==> config.mk <==
export PLATFORM = sky130hd
export DESIGN_NAME = accel_magnitude_moving_average
export DESIGN_NICKNAME = d
export VERILOG_FILES = /design/src/hdl/amma_pkg.sv /design/src/hdl/amma_ram.sv /design/src/hdl/amma_root.sv /design/src/hdl/amma_avg.sv /design/src/hdl/accel_magnitude_moving_average.sv
export VERILOG_INCLUDE_DIRS = /design/src /design/src/hdl
export SDC_FILE = /design/constraint.sdc
export NUM_CORES = 2
export LEC_CHECK = 0
export BUFFER_PORTS_ARGS = -buffer_cell sky130_fd_sc_hd__buf_4
export CAP_MARGIN = 20
export CORE_MARGIN = 1.5
export CORE_UTILIZATION = 55
export DETAILED_ROUTE_END_ITERATION = 7
export GPL_TIMING_DRIVEN = 0
export MAX_ROUTING_LAYER = met4
export PLACE_DENSITY = 0.71
export SYNTH_ARGS = -nofsm -noshare
export SYNTH_HDL_FRONTEND = slang
export SYNTH_SLANG_ARGS = --single-unit
==> constraint.sdc <==
create_clock -name clk -period 7.35 [get_ports clk]
set_input_delay 1.1025 -clock clk [delete_from_list [all_inputs] [get_ports clk]]
set_output_delay 1.1025 -clock clk [all_outputs]
set_load 0.02 [all_outputs]
==> src/hdl/accel_magnitude_moving_average_defines.svh <==
// assertion macros shared by the accel magnitude moving average rtl
`ifndef ACCEL_MAGNITUDE_MOVING_AVERAGE_DEFINES_SVH
`define ACCEL_MAGNITUDE_MOVING_AVERAGE_DEFINES_SVH

// consequent must hold in the same cycle as the antecedent
`define AMMA_ASSERT_SAME(label, clk, rst_n, ante, cons) \
	label: assert property (@(posedge clk) disable iff (!rst_n) (ante) |-> (cons)) \
		else $error("amma: same-cycle check failed");

// consequent must hold in the cycle after the antecedent
`define AMMA_ASSERT_NEXT(label, clk, rst_n, ante, cons) \
	label: assert property (@(posedge clk) disable iff (!rst_n) (ante) |=> (cons)) \
		else $error("amma: next-cycle check failed");

`endif

==> src/hdl/amma_pkg.sv <==
// shared types, constants and helpers of the accel magnitude moving average
`timescale 1ns / 1ps
`default_nettype none

package amma_pkg;

	// field widths
	localparam int unsigned AXIS_W     = 16;
	localparam int unsigned MAG_W      = 16;
	localparam int unsigned SUM_W      = 22;
	localparam int unsigned SQ_W       = 32;
	localparam int unsigned IN_DATA_W  = 3 * AXIS_W;
	localparam int unsigned OUT_DATA_W = 2 * MAG_W;

	// default averaging window
	localparam int unsigned WINDOW_DEF = 10;

	// root unit schedule: three squares through the multiplier, then one root step per cycle
	localparam int unsigned CNT_W      = 5;
	localparam logic [CNT_W-1:0] SQ_CYCLES  = 5'd3;
	localparam logic [CNT_W-1:0] ROOT_STEPS = 5'd16;
	localparam logic [CNT_W-1:0] ROOT_LAST  = SQ_CYCLES + ROOT_STEPS;
	localparam logic [SQ_W-1:0]  ROOT_BIT_INIT = 32'h4000_0000;

	// top level sequencer states
	typedef enum logic [1:0] {
		ST_IDLE,
		ST_ROOT,
		ST_AVG,
		ST_LOAD
	} amma_state_t;

	// status of an iterative unit
	typedef struct packed {
		logic busy;
		logic done;
	} unit_sts_t;

	// magnitude of a two's complement count, -32768 maps to 32768
	function automatic logic [AXIS_W-1:0] abs_axis(input logic [AXIS_W-1:0] v);
		logic [AXIS_W-1:0] r;
		r = v[AXIS_W-1] ? (~v + AXIS_W'(1)) : v;
		return r;
	endfunction

endpackage

`default_nettype wire

==> src/hdl/amma_ram.sv <==
// generic single write port ram with registered read
`timescale 1ns / 1ps
`default_nettype none

module amma_ram #(
	parameter int unsigned WIDTH = 16,
	parameter int unsigned DEPTH = 10,
	localparam int unsigned AW = (DEPTH > 1) ? $clog2(DEPTH) : 1
) (
	input  wire logic             clk,
	input  wire logic             we,
	input  wire logic [AW-1:0]    waddr,
	input  wire logic [WIDTH-1:0] wdata,
	input  wire logic [AW-1:0]    raddr,
	output logic      [WIDTH-1:0] rdata
);

	logic [WIDTH-1:0] mem [DEPTH];

	// write port
	always_ff @(posedge clk) begin
		if (we) begin
			mem[waddr] <= wdata;
		end
	end

	// registered read port
	always_ff @(posedge clk) begin
		rdata <= mem[raddr];
	end

endmodule

`default_nettype wire

==> src/hdl/amma_root.sv <==
// sum of squares and bit-pair integer square root on one shared step unit
`timescale 1ns / 1ps
`default_nettype none

module amma_root import amma_pkg::*; (
	input  wire logic              clk,
	input  wire logic              arst_n,
	input  wire logic              start,
	input  wire logic [AXIS_W-1:0] ax,
	input  wire logic [AXIS_W-1:0] ay,
	input  wire logic [AXIS_W-1:0] az,
	output logic      [MAG_W-1:0]  magnitude,
	output unit_sts_t              sts
);

	logic             busy_q;
	logic             done_q;
	logic [CNT_W-1:0] cnt_q;

	logic [AXIS_W-1:0] abs_q [3];
	logic [SQ_W-1:0]   prod_s1;
	logic [SQ_W-1:0]   rem_q;
	logic [SQ_W-1:0]   root_q;
	logic [SQ_W-1:0]   bit_q;

	logic [SQ_W:0] trial;
	logic          take;

	// sequencing counter
	always_ff @(posedge clk or negedge arst_n) begin
		if (!arst_n) begin
			busy_q <= 1'b0;
			done_q <= 1'b0;
			cnt_q  <= '0;
		end else begin
			done_q <= 1'b0;
			if (start) begin
				busy_q <= 1'b1;
				cnt_q  <= '0;
			end else if (busy_q) begin
				cnt_q <= cnt_q + CNT_W'(1);
				if (cnt_q == ROOT_LAST) begin
					busy_q <= 1'b0;
					done_q <= 1'b1;
				end
			end
		end
	end

	// root step: compare remainder against root plus current bit
	assign trial = {1'b0, root_q} + {1'b0, bit_q};
	assign take  = ({1'b0, rem_q} >= trial);

	// datapath: squares through one multiplier, then 16 root steps
	always_ff @(posedge clk) begin
		if (start) begin
			abs_q[0] <= abs_axis(ax);
			abs_q[1] <= abs_axis(ay);
			abs_q[2] <= abs_axis(az);
			rem_q    <= '0;
			root_q   <= '0;
			bit_q    <= ROOT_BIT_INIT;
		end else if (busy_q) begin
			if (cnt_q < SQ_CYCLES) begin
				prod_s1  <= {16'b0, abs_q[0]} * {16'b0, abs_q[0]};
				abs_q[0] <= abs_q[1];
				abs_q[1] <= abs_q[2];
			end
			if ((cnt_q != '0) && (cnt_q <= SQ_CYCLES)) begin
				rem_q <= rem_q + prod_s1;
			end
			if (cnt_q > SQ_CYCLES) begin
				if (take) begin
					rem_q  <= rem_q - trial[SQ_W-1:0];
					root_q <= (root_q >> 1) + bit_q;
				end else begin
					root_q <= root_q >> 1;
				end
				bit_q <= bit_q >> 2;
			end
		end
	end

	assign magnitude = root_q[MAG_W-1:0];
	assign sts.busy  = busy_q;
	assign sts.done  = done_q;

endmodule

`default_nettype wire

==> src/hdl/amma_avg.sv <==
// history ring, running sum and reciprocal-multiply mean
`timescale 1ns / 1ps
`default_nettype none

module amma_avg import amma_pkg::*; #(
	parameter int unsigned WINDOW = WINDOW_DEF
) (
	input  wire logic             clk,
	input  wire logic             arst_n,
	input  wire logic             start,
	input  wire logic [MAG_W-1:0] mag_in,
	output logic      [MAG_W-1:0] mean,
	output unit_sts_t             sts
);

	localparam int unsigned SLOT_W  = (WINDOW > 1) ? $clog2(WINDOW) : 1;
	localparam int unsigned WIN_W   = $clog2(WINDOW + 1);
	localparam int unsigned RECIP_W = SUM_W + 1;
	localparam int unsigned PROD_W  = SUM_W + RECIP_W;
	localparam int unsigned FIX_W   = MAG_W + 1 + WIN_W;
	localparam logic [RECIP_W-1:0] RECIP     = RECIP_W'((64'd1 << SUM_W) / WINDOW);
	localparam logic [SLOT_W-1:0]  SLOT_LAST = SLOT_W'(WINDOW - 1);
	localparam logic [FIX_W-1:0]   WIN_F     = FIX_W'(WINDOW);

	// phases of one update
	localparam logic [2:0] PH_READ   = 3'd0;
	localparam logic [2:0] PH_UPDATE = 3'd1;
	localparam logic [2:0] PH_MUL    = 3'd2;
	localparam logic [2:0] PH_EST    = 3'd3;
	localparam logic [2:0] PH_FIX    = 3'd4;

	logic              busy_q;
	logic              done_q;
	logic [2:0]        ph_q;
	logic [SLOT_W-1:0] slot_q;
	logic [WINDOW-1:0] valid_q;
	logic [SUM_W-1:0]  sum_q;

	logic [MAG_W-1:0]  mag_q;
	logic [PROD_W-1:0] prod_s1;
	logic [MAG_W-1:0]  qest_s2;
	logic [MAG_W-1:0]  mean_q;

	logic [MAG_W-1:0] ring_rdata;
	logic [MAG_W-1:0] old_mag;
	logic             ring_we;
	logic [MAG_W:0]   q_inc;
	logic [FIX_W-1:0] q_mul;

	// ring storage
	amma_ram #(
		.WIDTH (MAG_W),
		.DEPTH (WINDOW)
	) u_ring (
		.clk   (clk),
		.we    (ring_we),
		.waddr (slot_q),
		.wdata (mag_q),
		.raddr (slot_q),
		.rdata (ring_rdata)
	);

	// entries never written read as zero
	assign old_mag = valid_q[slot_q] ? ring_rdata : '0;
	assign ring_we = busy_q && (ph_q == PH_UPDATE);

	// correction of the reciprocal estimate
	assign q_inc = {1'b0, qest_s2} + (MAG_W + 1)'(1);
	assign q_mul = FIX_W'(q_inc) * WIN_F;

	// phase control, slot pointer, valid bits and running sum
	always_ff @(posedge clk or negedge arst_n) begin
		if (!arst_n) begin
			busy_q  <= 1'b0;
			done_q  <= 1'b0;
			ph_q    <= PH_READ;
			slot_q  <= '0;
			valid_q <= '0;
			sum_q   <= '0;
		end else begin
			done_q <= 1'b0;
			if (start) begin
				busy_q <= 1'b1;
				ph_q   <= PH_READ;
			end else if (busy_q) begin
				ph_q <= ph_q + 3'd1;
				if (ph_q == PH_UPDATE) begin
					sum_q           <= sum_q - SUM_W'(old_mag) + SUM_W'(mag_q);
					valid_q[slot_q] <= 1'b1;
					slot_q          <= (slot_q == SLOT_LAST) ? '0 : slot_q + SLOT_W'(1);
				end
				if (ph_q == PH_FIX) begin
					busy_q <= 1'b0;
					done_q <= 1'b1;
				end
			end
		end
	end

	// mean datapath
	always_ff @(posedge clk) begin
		if (start) begin
			mag_q <= mag_in;
		end
		if (busy_q && (ph_q == PH_MUL)) begin
			prod_s1 <= PROD_W'(sum_q) * PROD_W'(RECIP);
		end
		if (busy_q && (ph_q == PH_EST)) begin
			qest_s2 <= prod_s1[SUM_W +: MAG_W];
		end
		if (busy_q && (ph_q == PH_FIX)) begin
			mean_q <= (q_mul <= FIX_W'(sum_q)) ? q_inc[MAG_W-1:0] : qest_s2;
		end
	end

	assign mean     = mean_q;
	assign sts.busy = busy_q;
	assign sts.done = done_q;

endmodule

`default_nettype wire

==> src/hdl/accel_magnitude_moving_average.sv <==
// top level: accelerometer magnitude with boxcar moving average
//
// usage:
//   s_axis carries one three-axis sample per transfer, signed 16-bit counts.
//   m_axis returns one result per sample: the floored square root of
//   x*x + y*y + z*z and the mean of the last WINDOW magnitudes, truncated.
//   processing: the squares share one 16x16 multiplier, the root runs one
//   bit pair per cycle over 16 steps, then the window unit updates the
//   ring and forms the reciprocal mean in five phases (read, update,
//   multiply, estimate, fix), with handoff between the units.
//   a new sample is not taken until the previous one has passed through;
//   s_axis_tready is high only while the sequencer is idle.
//   the output register holds a finished result, so a new sample is taken
//   while the previous result waits; if the receiver stalls longer the
//   next result waits inside and the block stays busy until it is taken.
//   reset: arst_n clears the ring's valid bits (all entries read as zero), the slot
//   pointer and the running sum, so the first means average in zeros.
`timescale 1ns / 1ps
`default_nettype none
`include "accel_magnitude_moving_average_defines.svh"

module accel_magnitude_moving_average import amma_pkg::*; #(
	parameter int unsigned WINDOW = WINDOW_DEF
) (
	input  wire logic                  clk,
	input  wire logic                  arst_n,
	input  wire logic                  s_axis_tvalid,
	output logic                       s_axis_tready,
	input  wire logic [IN_DATA_W-1:0]  s_axis_tdata,  // accel_x, accel_y, accel_z
	output logic                       m_axis_tvalid,
	input  wire logic                  m_axis_tready,
	output logic      [OUT_DATA_W-1:0] m_axis_tdata   // magnitude, filtered_magnitude
);

	amma_state_t state_q;
	amma_state_t state_d;

	unit_sts_t root_sts;
	unit_sts_t avg_sts;

	logic             start_root;
	logic             start_avg;
	logic             load_out;
	logic             out_free;
	logic [MAG_W-1:0] magnitude;
	logic [MAG_W-1:0] filtered_magnitude;

	logic                  out_valid_q;
	logic [OUT_DATA_W-1:0] out_data_q;

	// magnitude unit
	amma_root u_root (
		.clk       (clk),
		.arst_n    (arst_n),
		.start     (start_root),
		.ax        (s_axis_tdata[0 +: AXIS_W]),
		.ay        (s_axis_tdata[AXIS_W +: AXIS_W]),
		.az        (s_axis_tdata[2*AXIS_W +: AXIS_W]),
		.magnitude (magnitude),
		.sts       (root_sts)
	);

	// window unit
	amma_avg #(
		.WINDOW (WINDOW)
	) u_avg (
		.clk    (clk),
		.arst_n (arst_n),
		.start  (start_avg),
		.mag_in (magnitude),
		.mean   (filtered_magnitude),
		.sts    (avg_sts)
	);

	assign out_free = !out_valid_q || m_axis_tready;

	// next state
	always_comb begin
		state_d = state_q;
		case (state_q)
			ST_IDLE: begin
				if (s_axis_tvalid) begin
					state_d = ST_ROOT;
				end
			end
			ST_ROOT: begin
				if (root_sts.done) begin
					state_d = ST_AVG;
				end
			end
			ST_AVG: begin
				if (avg_sts.done) begin
					state_d = ST_LOAD;
				end
			end
			ST_LOAD: begin
				if (out_free) begin
					state_d = ST_IDLE;
				end
			end
			default: begin
				state_d = ST_IDLE;
			end
		endcase
	end

	// sequencer outputs
	always_comb begin
		s_axis_tready = 1'b0;
		start_root    = 1'b0;
		start_avg     = 1'b0;
		load_out      = 1'b0;
		case (state_q)
			ST_IDLE: begin
				s_axis_tready = 1'b1;
				start_root    = s_axis_tvalid;
			end
			ST_ROOT: begin
				start_avg = root_sts.done;
			end
			ST_AVG: begin
			end
			ST_LOAD: begin
				load_out = out_free;
			end
			default: begin
			end
		endcase
	end

	// state register
	always_ff @(posedge clk or negedge arst_n) begin
		if (!arst_n) begin
			state_q <= ST_IDLE;
		end else begin
			state_q <= state_d;
		end
	end

	// output register valid
	always_ff @(posedge clk or negedge arst_n) begin
		if (!arst_n) begin
			out_valid_q <= 1'b0;
		end else if (load_out) begin
			out_valid_q <= 1'b1;
		end else if (m_axis_tready) begin
			out_valid_q <= 1'b0;
		end
	end

	// output register data
	always_ff @(posedge clk) begin
		if (load_out) begin
			out_data_q <= {filtered_magnitude, magnitude};
		end
	end

	assign m_axis_tvalid = out_valid_q;
	assign m_axis_tdata  = out_data_q;

	// checks on the sequencer and its units
	`AMMA_ASSERT_NEXT(a_accept_starts_root, clk, arst_n, s_axis_tvalid && s_axis_tready, (state_q == ST_ROOT) && root_sts.busy)
	`AMMA_ASSERT_SAME(a_root_done_in_root, clk, arst_n, root_sts.done, state_q == ST_ROOT)
	`AMMA_ASSERT_SAME(a_avg_done_in_avg, clk, arst_n, avg_sts.done, state_q == ST_AVG)
	`AMMA_ASSERT_SAME(a_idle_units_quiet, clk, arst_n, state_q == ST_IDLE, !root_sts.busy && !avg_sts.busy)

endmodule

`default_nettype wire

; ---- Yosys cells after proc, flatten, opt, wreduce, memory -nomap -nowiden
; Memory sizes are Yosys's and may differ from the RTL's. A register that Yosys moved wholly into a read port is not among the register bits.
; Index checks and enable logic that the tools add are counted.
[totals]
register_bits = 280
latchBits = 0
ramBits = 208
mem_bits_ro = 0
inputBits = 52
output_inout_bits = 34
word_cells = 134
n_memories = 2
[mem_list]
columns = name, words, width, read_ports, rd_ports_with_merged_regs, wr, line_no
row1 = u_avg.u_ring.mem, 10, 16, 1, 1, 1, amma_ram.sv:18  ; logic [WIDTH-1:0] mem [DEPTH];
row2 = u_root.abs_q, 3, 16, 3, 0, 3, amma_root.sv:20  ; logic [AXIS_W-1:0] abs_q [3];
[op_classes]
addsub = 13
mul = 3
div_mod_pow = 0
magnitude_cmp = 7
n_eq_ne = 13
shift = 0
mux = 51
n_bitwise = 8
reduce_logical = 17
[ops]
columns = operator, n
row1 = 32-bit two-way mux, 4
row2 = 16-bit two-way mux, 7
row3 = 16-bit by 1-bit adder with 16-bit output (second input constant), 3
row4 = 16-bit NOT, 3
row5 = 22-bit by 18-bit multiplier with 37-bit output (second input constant), 1
row6 = 32-bit by 31-bit adder with 33-bit output, 1
row7 = 32-bit by 33-bit >= comparator with 1-bit output, 1
row8 = 31-bit by 31-bit adder with 32-bit output, 1
row9 = 32-bit adder, 1
row10 = 16-bit by 16-bit multiplier with 32-bit output, 1
row11 = 32-bit subtractor, 1
row12 = 1-bit two-way mux, 28
row13 = 22-bit by 16-bit adder with 22-bit output, 1
row14 = 22-bit by 16-bit subtractor with 22-bit output, 1
row15 = 21-bit <= comparator, 1
row16 = 17-bit by 3-bit multiplier with 20-bit output (second input constant), 1
row17 = 16-bit by 1-bit adder with 17-bit output (second input constant), 1
row18 = 5-bit two-way mux, 2
row19 = 10-bit bitwise OR, 1
row20 = 2-bit two-way mux, 4
row21 = 2-bit case mux with 4 select lines, 1
row22 = 3-bit by 2-bit equality test with 1-bit output (second input constant), 2
row23 = 1-bit logical AND, 6
row24 = 3-bit two-way mux, 2
row25 = 29 further kinds, 37

; ---- Logic depth before layout (Yosys ltp)
[depth]
word_depth = 6
ltp_mapped = 27
mapped_depth_nobuf = 26

; ---- By module
; A second synthesis with hierarchy kept.
[unflattened]
cells_unflattened = 4085
hier_area_um2 = 41233.3
[by_module_without_submodules]
columns = mod, n_inst, cells_per_inst, area_per_inst_um2, seq_area_each_um2
row1 = amma_root, 1, 2269, 19466.2, 4149.0
row2 = amma_avg, 1, 1403, 13828.3, 2947.8
row3 = amma_ram, 1, 358, 6712.7, 5124.9
row4 = accel_magnitude_moving_average, 1, 55, 1226.2, 1036.0

; ---- Worst setup path before layout
; OpenSTA, ideal clock, no wires.
[synth_path]
path_kind = flip-flop to flip-flop
startpoint = memory u_root.abs_q[0][1]
endpoint = register u_root.prod_s1[30] (data pin)
setup_ns = 0.257
t_arrival_ns = 6.538
t_required_ns = 7.093
setup_slack_ns = 0.554
path_stages_with_launch = 25
path_buffers = 2
synth_period_minus_slack_ns = 6.796
path_cell_list = edfxtp_1 > clkbuf_1 > clkbuf_1 > nand2_1 > fa_1 > fa_1 > inv_1 > fa_1 > fa_1 > fa_1 > inv_1 > fa_1 > inv_1 > ha_1 > a21oi_1 > o221ai_1 > a221o_1 > a31oi_1 > o21ai_0 > a41oi_1 > a21oi_1 > o21a_1 > o21a_1 > o41a_1 > xor2_1
[synth_lines]
columns = item, line_no
row1 = from (decl), amma_root.sv:20
row2 = to (signal assigned), amma_root.sv:65  ; prod_s1 <= {16'b0, abs_q[0]} * {16'b0, abs_q[0]};
row3 = to (decl), amma_root.sv:21  ; logic [SQ_W-1:0] prod_s1;

==> impl_results.md <==
* Status: finished, final reports clean
* Adder-Cell Fraction of Synth Area at 29.7%
* Max Cap Viol at 0
* Global-route wire length before repair at 152 mm
* Synth Area in XOR/XNOR at 5.59%
* Hold Path Class: flop to flop
* Dpl ws at -0.520 ns
* Layout cells sized above 1 at 7.43%
* Post-synthesis compound-gate area fraction at 11.8%
* Synthesized area at 40,000 µm²
* Mux contribution to synthesized area at 2.86%
* Critical Path Start Type: flop
* Slew Viols, Final at 0
* Seq cells post-synth at 482
* GRT overflow at 0
* Area Growth Syn to Fin at 9.95%
* Flop-to-flop setup slack at 0.24 ns
* HPWL Detailed at 73.3 mm
* Clk root buf: clkbuf_16
* Initial DRC Count at 1,734
* Initial antenna violation count at 1
* CP arrival at 7.50 ns
* Cts hold-fix bufs at 0
* Fillers at 5,877
* Routed WL at 94.1 mm
* Initial Utilization at 55.7%
* Drt wl/cell at 18.8 µm
* Largest net degree at the start of global routing at 52
* Multi-input gate area at 23,900 µm²
* Hold Fails Final Rpt at 0
* Setup crit end kind: flop
* Ports at 86
* Crit-path max FO at 10
* Clock sinks at 482
* Fmax at 141 MHz
* Syn_nets at 4,667
* DIE AREA at 74,300 µm²
* DR vias at 28,200
* Cells after Synth at 3,861
* Worst-margin pin slew at 0.965 ns
* Largest family of logic cells by synthesized area: adder cells
* Post-synth EDFFs at 335
* Top post-synthesis cells by area: edfxtp_1, fa_1, ha_1
* # diodes at 0
* CTS buffer count at 52
* DR DRC count at 0
* Ys Warns at 0
* Vias in the first global route at 28,600
* Die X at 273 µm
* Clk_lat worst skew at 0.64 ns
* All-Layer GR Usage at 26.7%
* Setup tns final at 0 ns
* Core Area at 71,700 µm²
* Final WS setup at 0.241 ns
* Initial DRT Pass Iterations at 5
* # setup viols final at 0
* Period minus WS final at 7.11 ns
* Post-synthesis sequential area ratio at 33.2%
* Final period util at 96.7%
* Top cell type's share of synthesized area at 25.2%
* FF+latch area at 13,300 µm²
* RePlAce Congestion at 0.954
* Post-synth top flop: edfxtp_1
* Netlist cell types at 77
* Site Rows at 98
* Post-synth ARST share at 10.6%
* Worst EP required at 7.74 ns
* Slew HR at 35.6%
* RSZ-0062 raised after global routing: true
* H-tree depth at 2
* Clk_skew at 0.0551 ns
* DIE HEIGHT at 273 µm
* Number of buffers added on ports at 85
* WS Path Type: flop to flop
* Maximum clock insertion buffer count at 3
* Post-synthesis simple-gate area fraction at 9.68%
* Clock transition at the registers of the reported paths at 0.06 ns
* ANT nets after route at 0
* Avg Cell Area, Syn at 10.3 µm²
* Post-synth top area cell: edfxtp_1
* Nets@finish at 4,825
* Drt via density at 5.63
* CTS tree: built
[cell usage after synthesis (21+ instances only)]
cell,number
a211oi_1,37
a21o_1,75
a21oi_1,201
a31oi_1,40
and2_1,74
and3_1,21
clkbuf_1,97
dfrtp_1,51
dfxtp_1,96
edfxtp_1,335
fa_1,324
ha_1,430
inv_1,648
mux2i_1,32
mux4_2,34
nand2_1,276
nand2b_1,36
nand3_1,37
nand4_1,22
nor2_1,176
nor2b_1,50
nor3_1,40
o21a_1,31
o21ai_0,153
o21bai_1,35
or3_1,22
xnor2_1,154
xor2_1,101
[metrics by stage]
stage / utilization (%) / area [µm²] / std cells / hold WS, ns
6_report: 61.2 / 43900 / 5013 / 0.404
4_1_cts: 61.2 / 43900 / 5013 / 0.404
3_3_place_gp: 58.2 / 41800 / 4896 / 0.401
3_5_place_dp: 58.4 / 41900 / 4904 / 0.405
5_1_grt: 61.2 / 43900 / 5013 / 0.403
2_1_floorplan: - / 40000 / 3861 / 0.400
[kinds of logic after synthesis]
logic type | count (synthesis)
compound gates | 731
fa+ha+maj | 754
mux | 71
buf+inv | 764
flops | 482
simple gates | 804
xor+xnor | 255
[registers in the layout, summed over array words and instances (netlist names), 22 cells and up]
signal and cells:
u_root.rem_q 32, u_avg.u_ring.mem 160, u_root.prod_s1 31, m_axis_tdata 32, u_avg.sum_q 22, u_root.abs_q 48
u_root.root_q 32
[cell usage in the layout (no fill, tap or decap), types with 73 or more instances in the layout]
master,instances
a21o_1,75
a21oi_1,199
and2_1,73
buf_4,102
clkbuf_1,86
dfxtp_1,96
edfxtp_1,335
fa_1,324
ha_1,430
inv_1,648
nand2_1,276
nor2_1,170
o21ai_0,152
xnor2_1,154
xor2_1,101
[final cells by class]
type | count | area share, %
Multi-Input combinational cell | 2615 | 54.3
Sequential cell | 482 | 30.2
Inverter | 649 | 5.55
Clock buffer | 63 | 3.17
Tap cell | 950 | 2.71
Timing Repair Buffer | 106 | 1.93
Buffer | 113 | 1.10
Clock inverter | 35 | 1.04
[final timing paths]
path | startpoint | end | cells past startpoint
max | u_root.abs_q[0][9] | u_root.prod_s1[30] | 24
min | u_avg.mean[1] | m_axis_tdata[17] | 0
max reg2reg | u_root.abs_q[0][9] | u_root.prod_s1[30] | 24
min reg2reg | u_avg.mean[1] | m_axis_tdata[17] | 0
max in group asynchronous | arst_n | u_avg.valid_q[6] | 1
min in group asynchronous | arst_n | m_axis_tvalid | 1
[per-layer routing]
| metal | GRT usage, % | wire length [µm] | up-vias |
|---|---|---|---|
| met5 | - | 0 | - |
| met2 | 44.8 | 46300 | 760 |
| met1 | 34.7 | 40400 | 13800 |
| met3 | 3.22 | 5030 | 167 |
| li1 | - | - | 13500 |
| met4 | 6.24 | 2300 | 0 |
[what timing repair did]
action / 4_1_cts / 5_1_grt
endpoints found under the hold margin: 0 / 0
resized for setup: 18 / 12
buffers inserted: 13 / 0
setup endpoints to repair: 4 / 4
gates cloned: 0 / 0
[critical path, stage by stage (launching register included)]
cell and delay, ns:
edfxtp_1 0.43, clkbuf_2 0.28, and2_1 0.24, fa_1 0.53
inv_1 0.05, fa_1 0.48, inv_1 0.05, fa_1 0.50
inv_1 0.05, fa_1 0.48, inv_1 0.06, fa_1 0.54
fa_1 0.49, ha_1 0.37, a21oi_1 0.25, o221ai_1 0.17
a221o_1 0.36, a31oi_2 0.20, o21ai_1 0.16, a41oi_2 0.25
a21oi_1 0.12, o21a_1 0.19, o21a_1 0.18, o41a_1 0.32
xor2_1 0.16
Power is left out: the tool's default activity adds up to more than one toggle a clock period on the data nets, which glitch-free logic cannot reach.
